===== src/rtl/vesel_pkg.sv =====
package vesel_pkg;

   localparam int LIST_DEPTH = 256;
   localparam int INDEX_BITS = 16;
   localparam int VALUE_BITS = 32;
   localparam int SLOT_BITS = 8;
   localparam int ADDR_BITS = (LIST_DEPTH > 1) ? $clog2(LIST_DEPTH) : 1;
   localparam int PTR_BITS = $clog2(LIST_DEPTH + 1);
   localparam int CSR_INDEX_BITS = 3;
   localparam int CSR_DATA_BITS = 32;

   typedef enum logic [2:0] {
      MODE_ALL     = 3'd0,
      MODE_ONE     = 3'd1,
      MODE_RANGE   = 3'd2,
      MODE_ABOVE   = 3'd3,
      MODE_BELOW   = 3'd4,
      MODE_BETWEEN = 3'd5,
      MODE_LIST    = 3'd6
   } mode_type;

   typedef enum logic [CSR_INDEX_BITS-1:0] {
      CSR_MODE        = 3'd0,
      CSR_LOWER_LIMIT = 3'd1,
      CSR_UPPER_LIMIT = 3'd2,
      CSR_RANGE_FIRST = 3'd3,
      CSR_RANGE_FINAL = 3'd4,
      CSR_RANGE_STEP  = 3'd5,
      CSR_LIST_LENGTH = 3'd6
   } csr_index_type;

   typedef struct packed {
      mode_type                      mode;
      logic signed [VALUE_BITS-1:0]  lower_limit;
      logic signed [VALUE_BITS-1:0]  upper_limit;
      logic [INDEX_BITS-1:0]         range_first;
      logic [INDEX_BITS-1:0]         range_last;
      logic [INDEX_BITS-1:0]         step_minus_one;
      logic [PTR_BITS-1:0]           list_length;
   } cfg_type;

   typedef struct packed {
      logic                          func;
      logic [INDEX_BITS-1:0]         elem_index;
      logic signed [VALUE_BITS-1:0]  elem_value;
      logic                          elem_last;
      logic [SLOT_BITS-1:0]          list_slot;
      logic [INDEX_BITS-1:0]         list_entry;
   } item_type;

endpackage


===== src/rtl/vesel_cfg.sv =====
module vesel_cfg (
   input  logic                                   clock,
   input  logic                                   reset,
   input  logic                                   csr_valid,
   input  logic [vesel_pkg::CSR_INDEX_BITS-1:0]   csr_index,
   input  logic [vesel_pkg::CSR_DATA_BITS-1:0]    csr_data,
   output vesel_pkg::cfg_type                     cfg
);

   vesel_pkg::cfg_type cfg_ff;
   vesel_pkg::cfg_type cfg_in;
   logic [vesel_pkg::INDEX_BITS-1:0] step_raw;

   assign step_raw = csr_data[vesel_pkg::INDEX_BITS-1:0];

   always_comb begin
      cfg_in = cfg_ff;
      if (csr_valid) begin
         unique case (vesel_pkg::csr_index_type'(csr_index))
            vesel_pkg::CSR_MODE:
               cfg_in.mode = vesel_pkg::mode_type'(csr_data[2:0]);
            vesel_pkg::CSR_LOWER_LIMIT:
               cfg_in.lower_limit = csr_data[vesel_pkg::VALUE_BITS-1:0];
            vesel_pkg::CSR_UPPER_LIMIT:
               cfg_in.upper_limit = csr_data[vesel_pkg::VALUE_BITS-1:0];
            vesel_pkg::CSR_RANGE_FIRST:
               cfg_in.range_first = csr_data[vesel_pkg::INDEX_BITS-1:0];
            vesel_pkg::CSR_RANGE_FINAL:
               cfg_in.range_last = csr_data[vesel_pkg::INDEX_BITS-1:0];
            vesel_pkg::CSR_RANGE_STEP:
               // a zero stride behaves as one
               cfg_in.step_minus_one = (step_raw == '0) ? '0 : step_raw - 1'b1;
            vesel_pkg::CSR_LIST_LENGTH: begin
               // clip to the store depth at write time
               if (csr_data > vesel_pkg::CSR_DATA_BITS'(vesel_pkg::LIST_DEPTH)) begin
                  cfg_in.list_length = vesel_pkg::PTR_BITS'(vesel_pkg::LIST_DEPTH);
               end else begin
                  cfg_in.list_length = csr_data[vesel_pkg::PTR_BITS-1:0];
               end
            end
            default: ;
         endcase
      end
   end

   always_ff @(posedge clock) begin
      if (reset) begin
         cfg_ff <= '0;
      end else begin
         cfg_ff <= cfg_in;
      end
   end

   assign cfg = cfg_ff;

endmodule


===== src/rtl/vesel_list_mem.sv =====
module vesel_list_mem (
   input  logic                                clock,
   input  logic                                wr_en,
   input  logic [vesel_pkg::ADDR_BITS-1:0]     wr_addr,
   input  logic [vesel_pkg::INDEX_BITS-1:0]    wr_data,
   input  logic [vesel_pkg::ADDR_BITS-1:0]     rd_addr,
   output logic [vesel_pkg::INDEX_BITS-1:0]    rd_data
);

   logic [vesel_pkg::INDEX_BITS-1:0] mem [vesel_pkg::LIST_DEPTH];
   logic [vesel_pkg::INDEX_BITS-1:0] rd_data_ff;

   always_ff @(posedge clock) begin
      if (wr_en) begin
         mem[wr_addr] <= wr_data;
      end
   end

   // write-first: a load to the entry being fetched shows up at once
   always_ff @(posedge clock) begin
      if (wr_en && (wr_addr == rd_addr)) begin
         rd_data_ff <= wr_data;
      end else begin
         rd_data_ff <= mem[rd_addr];
      end
   end

   assign rd_data = rd_data_ff;

endmodule


===== src/rtl/vesel_core.sv =====
module vesel_core (
   input  logic                                clock,
   input  logic                                reset,
   input  logic                                advance,
   input  vesel_pkg::item_type                 item,
   input  vesel_pkg::cfg_type                  cfg,
   input  logic [vesel_pkg::INDEX_BITS-1:0]    list_data,
   output logic [vesel_pkg::ADDR_BITS-1:0]     list_rd_addr,
   output logic                                list_wr_en,
   output logic [vesel_pkg::ADDR_BITS-1:0]     list_wr_addr,
   output logic                                picked
);

   logic [vesel_pkg::PTR_BITS-1:0]   ptr_ff;
   logic [vesel_pkg::PTR_BITS-1:0]   ptr_in;
   logic [vesel_pkg::INDEX_BITS-1:0] stride_ff;
   logic [vesel_pkg::INDEX_BITS-1:0] stride_in;
   logic                             in_range;
   logic                             above;
   logic                             below;
   logic                             list_hit;
   logic                             data_beat;

   assign data_beat = advance && !item.func;

   assign in_range = (item.elem_index >= cfg.range_first) &&
                     (item.elem_index <= cfg.range_last);
   assign above = item.elem_value > cfg.lower_limit;
   assign below = item.elem_value < cfg.upper_limit;
   assign list_hit = (ptr_ff < cfg.list_length) && (list_data == item.elem_index);

   always_comb begin
      picked = 1'b0;
      stride_in = stride_ff;
      ptr_in = ptr_ff;
      unique case (cfg.mode)
         vesel_pkg::MODE_ONE:
            picked = (item.elem_index == cfg.range_first);
         vesel_pkg::MODE_RANGE: begin
            if (in_range) begin
               if (stride_ff == '0) begin
                  picked = 1'b1;
                  stride_in = cfg.step_minus_one;
               end else begin
                  stride_in = stride_ff - 1'b1;
               end
            end
         end
         vesel_pkg::MODE_ABOVE:
            picked = above;
         vesel_pkg::MODE_BELOW:
            picked = below;
         vesel_pkg::MODE_BETWEEN:
            picked = above && below;
         vesel_pkg::MODE_LIST: begin
            if (list_hit) begin
               picked = 1'b1;
               ptr_in = ptr_ff + 1'b1;
            end
         end
         default:
            picked = 1'b1;
      endcase
      if (item.elem_last) begin
         stride_in = '0;
         ptr_in = '0;
      end
      if (!data_beat) begin
         stride_in = stride_ff;
         ptr_in = ptr_ff;
      end
   end

   always_ff @(posedge clock) begin
      if (reset) begin
         ptr_ff <= '0;
         stride_ff <= '0;
      end else begin
         ptr_ff <= ptr_in;
         stride_ff <= stride_in;
      end
   end

   // prefetch the entry the pointer will sit on for the next beat
   assign list_rd_addr = vesel_pkg::ADDR_BITS'(ptr_in);

   assign list_wr_en = advance && item.func &&
                       (32'(item.list_slot) < 32'(vesel_pkg::LIST_DEPTH));
   assign list_wr_addr = vesel_pkg::ADDR_BITS'(item.list_slot);

endmodule


===== src/rtl/vector_element_selector_top.sv =====
// Stream filter over vector elements. One beat is taken every cycle unless
// req_stall holds it; a data element passes an input register and then a
// result register, and a list load beat yields nothing. Selection
// compares, the stride counter and the list match all sit in the one stage
// between those registers; the list entry under the pointer comes from a
// registered read port of the 256-entry store that is fetched at the
// pointer's next value, so list mode keeps full rate. The store has no reset
// and no clearing pass; load the list sorted and without repeats before use.
// The stride counter and list pointer return to zero after a last element.
module vector_element_selector_top (
   input  logic                                      clock,
   input  logic                                      reset,
   input  logic                                      req_valid,
   output logic                                      req_stall,
   input  logic                                      req_func,
   input  logic [vesel_pkg::INDEX_BITS-1:0]          req_elem_index,
   input  logic signed [vesel_pkg::VALUE_BITS-1:0]   req_elem_value,
   input  logic                                      req_elem_last,
   input  logic [vesel_pkg::SLOT_BITS-1:0]           req_list_slot,
   input  logic [vesel_pkg::INDEX_BITS-1:0]          req_list_entry,
   output logic                                      rsp_valid,
   input  logic                                      rsp_stall,
   output logic                                      rsp_picked,
   output logic [vesel_pkg::INDEX_BITS-1:0]          rsp_out_index,
   output logic signed [vesel_pkg::VALUE_BITS-1:0]   rsp_out_value,
   output logic                                      rsp_out_last,
   input  logic                                      csr_valid,
   output logic                                      csr_ready,
   input  logic [vesel_pkg::CSR_INDEX_BITS-1:0]      csr_index,
   input  logic [vesel_pkg::CSR_DATA_BITS-1:0]       csr_data
);

   vesel_pkg::cfg_type  cfg;
   vesel_pkg::item_type s1_ff;
   logic                s1_valid_ff;
   logic                s1_valid_in;
   logic                rsp_valid_ff;
   logic                rsp_valid_in;
   logic                rsp_picked_ff;
   logic [vesel_pkg::INDEX_BITS-1:0]         rsp_index_ff;
   logic signed [vesel_pkg::VALUE_BITS-1:0]  rsp_value_ff;
   logic                rsp_last_ff;
   logic                out_free;
   logic                advance;
   logic                picked;
   logic [vesel_pkg::ADDR_BITS-1:0]  rd_addr;
   logic [vesel_pkg::INDEX_BITS-1:0] rd_data;
   logic                wr_en;
   logic [vesel_pkg::ADDR_BITS-1:0]  wr_addr;

   assign csr_ready = 1'b1;

   vesel_cfg u_cfg (
      .clock     (clock),
      .reset     (reset),
      .csr_valid (csr_valid),
      .csr_index (csr_index),
      .csr_data  (csr_data),
      .cfg       (cfg)
   );

   // load beats never wait for the result side
   assign out_free = !rsp_valid_ff || !rsp_stall;
   assign advance = s1_valid_ff && (s1_ff.func || out_free);
   assign req_stall = s1_valid_ff && !advance;

   assign s1_valid_in = req_stall ? s1_valid_ff : req_valid;

   always_ff @(posedge clock) begin
      if (reset) begin
         s1_valid_ff <= 1'b0;
      end else begin
         s1_valid_ff <= s1_valid_in;
      end
   end

   always_ff @(posedge clock) begin
      if (req_valid && !req_stall) begin
         s1_ff.func <= req_func;
         s1_ff.elem_index <= req_elem_index;
         s1_ff.elem_value <= req_elem_value;
         s1_ff.elem_last <= req_elem_last;
         s1_ff.list_slot <= req_list_slot;
         s1_ff.list_entry <= req_list_entry;
      end
   end

   vesel_core u_core (
      .clock        (clock),
      .reset        (reset),
      .advance      (advance),
      .item         (s1_ff),
      .cfg          (cfg),
      .list_data    (rd_data),
      .list_rd_addr (rd_addr),
      .list_wr_en   (wr_en),
      .list_wr_addr (wr_addr),
      .picked       (picked)
   );

   vesel_list_mem u_list_mem (
      .clock   (clock),
      .wr_en   (wr_en),
      .wr_addr (wr_addr),
      .wr_data (s1_ff.list_entry),
      .rd_addr (rd_addr),
      .rd_data (rd_data)
   );

   always_comb begin
      if (advance && !s1_ff.func) begin
         rsp_valid_in = 1'b1;
      end else if (!rsp_stall) begin
         rsp_valid_in = 1'b0;
      end else begin
         rsp_valid_in = rsp_valid_ff;
      end
   end

   always_ff @(posedge clock) begin
      if (reset) begin
         rsp_valid_ff <= 1'b0;
      end else begin
         rsp_valid_ff <= rsp_valid_in;
      end
   end

   always_ff @(posedge clock) begin
      if (advance && !s1_ff.func) begin
         rsp_picked_ff <= picked;
         rsp_index_ff <= s1_ff.elem_index;
         rsp_value_ff <= s1_ff.elem_value;
         rsp_last_ff <= s1_ff.elem_last;
      end
   end

   assign rsp_valid = rsp_valid_ff;
   assign rsp_picked = rsp_picked_ff;
   assign rsp_out_index = rsp_index_ff;
   assign rsp_out_value = rsp_value_ff;
   assign rsp_out_last = rsp_last_ff;

endmodule


===== config.mk =====
export PLATFORM = sky130hd
export DESIGN_NAME = vector_element_selector_top
export DESIGN_NICKNAME = d
export VERILOG_FILES = /design/src/rtl/vesel_pkg.sv /design/src/rtl/vesel_cfg.sv /design/src/rtl/vesel_list_mem.sv /design/src/rtl/vesel_core.sv /design/src/rtl/vector_element_selector_top.sv
export SDC_FILE = /design/constraint.sdc
export NUM_CORES = 2
export LEC_CHECK = 0
export BUFFER_PORTS_ARGS = -buffer_cell sky130_fd_sc_hd__buf_4
export CELL_PAD_IN_SITES_DETAIL_PLACEMENT = 1
export CELL_PAD_IN_SITES_GLOBAL_PLACEMENT = 1
export CORE_UTILIZATION = 55
export DETAILED_ROUTE_END_ITERATION = 8
export GPL_ROUTABILITY_DRIVEN = 0
export PLACE_DENSITY = 0.89
export SLEW_MARGIN = 20
export SYNTH_ARGS = -nofsm -noshare
export SYNTH_HDL_FRONTEND = slang
export SYNTH_SLANG_ARGS = --single-unit

===== constraint.sdc =====
create_clock -name clock -period 5.3 [get_ports clock]
set_clock_uncertainty 0.2 [all_clocks]
set_input_delay 0.265 -clock clock [delete_from_list [all_inputs] [get_ports clock]]
set_output_delay 0.265 -clock clock [all_outputs]
set_load 0.01 [all_outputs]

==> flow_metrics.env, run 1 <==
export IMPL_syn_num_nets=9073
export IMPL_start_util_pct=55.4
export IMPL_die_y_um=560
export IMPL_ys_ff_latch=4379
export IMPL_cts_buffers=422
export IMPL_synth_distinct_cells=91
export IMPL_chipWidth_um=560
export IMPL_cts_htree_levels=5
export IMPL_dpl_hpwl_um=362000
export IMPL_antenna_found_initial=175
export IMPL_rows=204
export IMPL_error="[ERROR GRT-0183] Net _3878_: the 3D maze router ran out of legal paths (heap underflow) - the net is boxed in by local congestion or blockages."
export IMPL_io_buffer_count=165
export IMPL_clockBufferDepth=4
export IMPL_status="stopped before the end"
export IMPL_dpl_cell_count=13342
export IMPL_syn_area_um2=171000
export IMPL_worstEpCategory="sequential cell input"
export IMPL_synth_seq_area_share_pct=75.8
export IMPL_cts_root_buf="clkbuf_16"
export IMPL_synth_flop_cell="edfxtp_1"
export IMPL_yosys_area_top_type_share_pct=74.0
export IMPL_post_place_ws_ns=-0.654
export IMPL_crit_endpoint="_9049_/D"
export IMPL_clkSinkCount=4379
export IMPL_ys_warn_count=0
export IMPL_synth_edf_count=4220
export IMPL_syn_inst=8852
export IMPL_yosysTopAreaCell="edfxtp_1"
export IMPL_synthArstFlopShare_pct=0
export IMPL_synth_area_top_cells="edfxtp_1 74%, mux4_2 10%, mux2i_1 2.7%"
export IMPL_failed_stage="global routing (5_1_grt)"
export IMPL_syn_avg_cell_area_um2=19.4
export IMPL_grt_max_degree=228
export IMPL_io_pins=167
[kinds of logic after synthesis]
logic type,after synthesis,synth area share (%)
xor+xnor,28,0.143
buf+inv,630,2.00
flops,4379,75.8
mux,1321,13.4
simple gates,1453,4.03
compound gates,933,3.78
other cells,1,0.00219
fa+ha+maj,107,0.782
[Yosys cell counts (all sizes together) (24+ instances only)]
| cell | n |
|---|---|
| a31oi | 26 |
| nand4 | 62 |
| mux2i | 455 |
| dfxtp | 159 |
| a2111oi | 35 |
| nor4 | 79 |
| a211oi | 55 |
| a221oi | 29 |
| nand2b | 47 |
| o211ai | 25 |
| clkbuf | 189 |
| mux4 | 773 |
| o22ai | 115 |
| nor3 | 175 |
| nand3 | 99 |
| nand2 | 428 |
| nor2 | 402 |
| inv | 120 |
| edfxtp | 4220 |
| buf | 320 |
| a22oi | 204 |
| a21oi | 197 |
| nor2b | 46 |
| a21o | 47 |
| ha | 107 |
| mux2 | 93 |
| o21ai | 63 |
| a22o | 24 |
[per-stage QoR]
stage,hold slack (ns),util (%),area [um2]
CTS,0.00183,64.1,198000
detailed placement,0.244,58.6,181000
global placement,0.241,58.6,181000
floorplan,0.164,-,171000
[repair_timing]
item / in CTS
setup buffers: 18
endpoints found under the hold margin: 277
resized for setup: 80
endpoints found under the setup margin: 18
pin swaps: 13
gates cloned: 5
hold buffers: 237
==> inputs of run 2 (changes only) <==
--- a/config.mk
+++ b/config.mk
@@ -6,12 +6,10 @@
 export NUM_CORES = 2
 export LEC_CHECK = 0
 export BUFFER_PORTS_ARGS = -buffer_cell sky130_fd_sc_hd__buf_4
-export CELL_PAD_IN_SITES_DETAIL_PLACEMENT = 1
-export CELL_PAD_IN_SITES_GLOBAL_PLACEMENT = 1
-export CORE_UTILIZATION = 55
+export CORE_UTILIZATION = 40
 export DETAILED_ROUTE_END_ITERATION = 8
 export GPL_ROUTABILITY_DRIVEN = 0
-export PLACE_DENSITY = 0.89
+export PLACE_DENSITY_LB_ADDON = 0.15
 export SLEW_MARGIN = 20
 export SYNTH_ARGS = -nofsm -noshare
 export SYNTH_HDL_FRONTEND = slang
==> flow_metrics.env, run 2 <==
export IMPL_clk_latency_ns=1.02
export IMPL_yosysMostFrequentCell="edfxtp_1"
export IMPL_chipWidth_um=656
export IMPL_io_buffer_count=165
export IMPL_post_place_ws_ns=-0.839
export IMPL_powerDensity_nw_per_um2=353
export IMPL_syn_area_um2=171000
export IMPL_critPathTopFamily="simple AND/OR/NAND/NOR gates"
export IMPL_drt_vias_per_instance=5.87
export IMPL_fmax_mhz=190
export IMPL_yosys_area_top_type_share_pct=74.0
export IMPL_top_register="u_list_mem.mem"
export IMPL_setup_viol=0
export IMPL_drc=0
export IMPL_slew_viol_final=0
export IMPL_status="complete, no violations"
export IMPL_routedWlPerCell_um=33.9
export IMPL_clockBufferDepth=4
export IMPL_syn_num_nets=9073
export IMPL_largest_reg_flops=4096
export IMPL_synth_area_top_cells="edfxtp_1 74%, mux4_2 10%, mux2i_1 2.7%"
export IMPL_path_cells="buf_12 -> buf_12 -> or3b_2 -> buf_4 -> o22ai_1 -> a211oi_1 -> nand2_1 -> nand4_1 -> nor4_4 -> xnor2_1 -> o2111ai_1 -> nor4_4 -> buf_4 -> buf_4 -> nand3_2 -> mux2i_2"
export IMPL_cts_root_buf="clkbuf_16"
export IMPL_fin_area_um2=203000
export IMPL_syn_inst=8852
export IMPL_clkSinkCount=4379
export IMPL_end_kind="flip-flop"
export IMPL_synth_flop_cell="edfxtp_1"
export IMPL_area_growth_pct=18.6
export IMPL_rows=239
export IMPL_syn_avg_cell_area_um2=19.4
export IMPL_leakage_nw=63.3
export IMPL_placed_area_um2=185000
export IMPL_core_um2=425000
export IMPL_arrival_ns=5.98
export IMPL_final_nets=10323
export IMPL_slew_headroom_pct=11.3
export IMPL_synth_edf_count=4220
export IMPL_layout_common_cells="4220 x edfxtp_1, 935 x buf_4, 773 x mux4_2, 458 x clkbuf_16, 453 x mux2i_1"
export IMPL_drtPass1Iterations=6
export IMPL_crit_type="flip-flop to flip-flop"
export IMPL_synthArstFlopShare_pct=0
export IMPL_cts_buffers=450
export IMPL_io_pins=167
export IMPL_crit_top_cell="buf_4"
export IMPL_final_common_cell="edfxtp_1"
export IMPL_cpPeakStageDelay_ns=0.69
export IMPL_drt_total_wl_um=548000
export IMPL_synth_common_cells="4220 x edfxtp_1, 773 x mux4_2, 455 x mux2i_1"
export IMPL_grt_pass1_vias=93923
export IMPL_final_fill_count=35129
export IMPL_start_kind="flip-flop"
export IMPL_dpl_hpwl_um=346000
export IMPL_grt_overflow_total=0
export IMPL_drtIter0Drc=12389
export IMPL_synth_distinct_cells=91
export IMPL_die_area_um2=431000
export IMPL_grt_pass1_wl_um=757000
export IMPL_grt_total_usage_pct=24.9
export IMPL_min_period_ns=5.26
export IMPL_worst_slack_ns=0.0381
export IMPL_slowest_stage="or3b_2"
export IMPL_min_path_type="primary input to flip-flop"
export IMPL_final_period_utilization_pct=99.3
export IMPL_die_y_um=656
export IMPL_cts_htree_levels=5
export IMPL_ys_warn_count=0
export IMPL_worst_slew_pin_slew_ns=1.33
export IMPL_cp_required_ns=6.02
export IMPL_yosysTopAreaCell="edfxtp_1"
export IMPL_drive_above_1_share_pct=26.7
export IMPL_cts_tree="done"
export IMPL_crit_buf_inv=5
export IMPL_dr_total_vias=94861
export IMPL_grt_max_degree=174
export IMPL_reg2reg_depth=16
export IMPL_timing_hold_ws_ns=0.103
export IMPL_drv_cap=0
export IMPL_ys_ff_latch=4379
export IMPL_peakVddDrop_uv=323
export IMPL_antenna_found_initial=30
export IMPL_clkSlewWorstSetupHoldPaths_ns=0.06
export IMPL_start_util_pct=40.3
export IMPL_hold_viol=0
export IMPL_crit_cells=16
export IMPL_final_antenna_net_count=0
export IMPL_crit_fanout=9
export IMPL_synth_seq_area_share_pct=75.8
export IMPL_hold_depth=5
## run 2: cell counts after synthesis
Identical to the previous run, type by type.
## run 2: metal layers
metal / part of all wire, % / vias up / GRT usage, %
met5: 0.015 / - / 0
met4: 3.3 / 12 / 7.47
met3: 8.3 / 743 / 4.39
met2: 46 / 4363 / 38.9
met1: 42 / 51010 / 35.8
li1: - / 38733 / -
## run 2: report_power, final
group / switching (W) / internal (W) / total [W]
logic: 0.000978 / 0.000366 / 0.00134
registers: 0.000117 / 0.0380 / 0.0381
clock network: 0.0136 / 0.0187 / 0.0323
total: 0.0147 / 0.0571 / 0.0718
## run 2: logic make-up after synthesis
group	Yosys count	share of synthesized area, %
adders and majority gates	107	0.782
AOI/OAI and AO/OA	933	3.78
buffers and inverters	630	2.00
and+or+nand+nor	1453	4.03
muxes	1321	13.4
xor gates and xnor gates	28	0.143
DFF	4379	75.8
other	1	0.00219
## run 2: final timing paths
check	from	end	slack, ns
setup / recovery	flip-flop	flip-flop	0.04
hold / removal	csr_data[11]	u_cfg.cfg[20]	0.10
setup reg to reg	flip-flop	flip-flop	0.04
hold reg to reg	u_cfg.cfg[120]	u_cfg.cfg[120]	0.26
## run 2: cell type report
| class | instances | area (um2) | area share (%) |
|---|---|---|---|
| clock inverter | 294 | 3230 | 1.59 |
| tap | 5663 | 7090 | 3.49 |
| sequential | 4379 | 130000 | 64.0 |
| antenna | 8 | 20.0 | 0.00985 |
| inverter | 121 | 462 | 0.227 |
| clock buffer | 542 | 11800 | 5.79 |
| multi-input combinational | 3843 | 38800 | 19.1 |
| timing repair buffer | 1307 | 11900 | 5.85 |
## run 2: what timing repair did
item	4_1_cts	5_1_grt
setup endpoints to repair	18	17
pin swaps	3	7
hold buffers	262	0
buffers inserted	10	1
cloned	1	3
hold endpoints to repair	297	0
resized for setup	24	22
## run 2: tightest hold or removal path, delay by kind of cell
family / cells / cell delay [ns]
simple gates: 1 / 0.05
compound gates: 1 / 0.16
xor+xnor: 1 / 0.08
buf+inv: 2 / 0.69
## run 2: through the flow
step | TNS (ns) | power (W) | util, % | std cells
finish | 0 | 0.0718 | 47.8 | 16157
global route | -0.0115 | 0.0735 | 47.8 | 16150
CTS | 0 | 0.0723 | 47.7 | 16143
detailed placement | -11.95 | 0.0400 | 43.5 | 15035
global placement | -13.30 | 0.0400 | 43.5 | 15034
floorplan | 0 | 0.0394 | - | 8852
(Power assumes the default switching activity.)
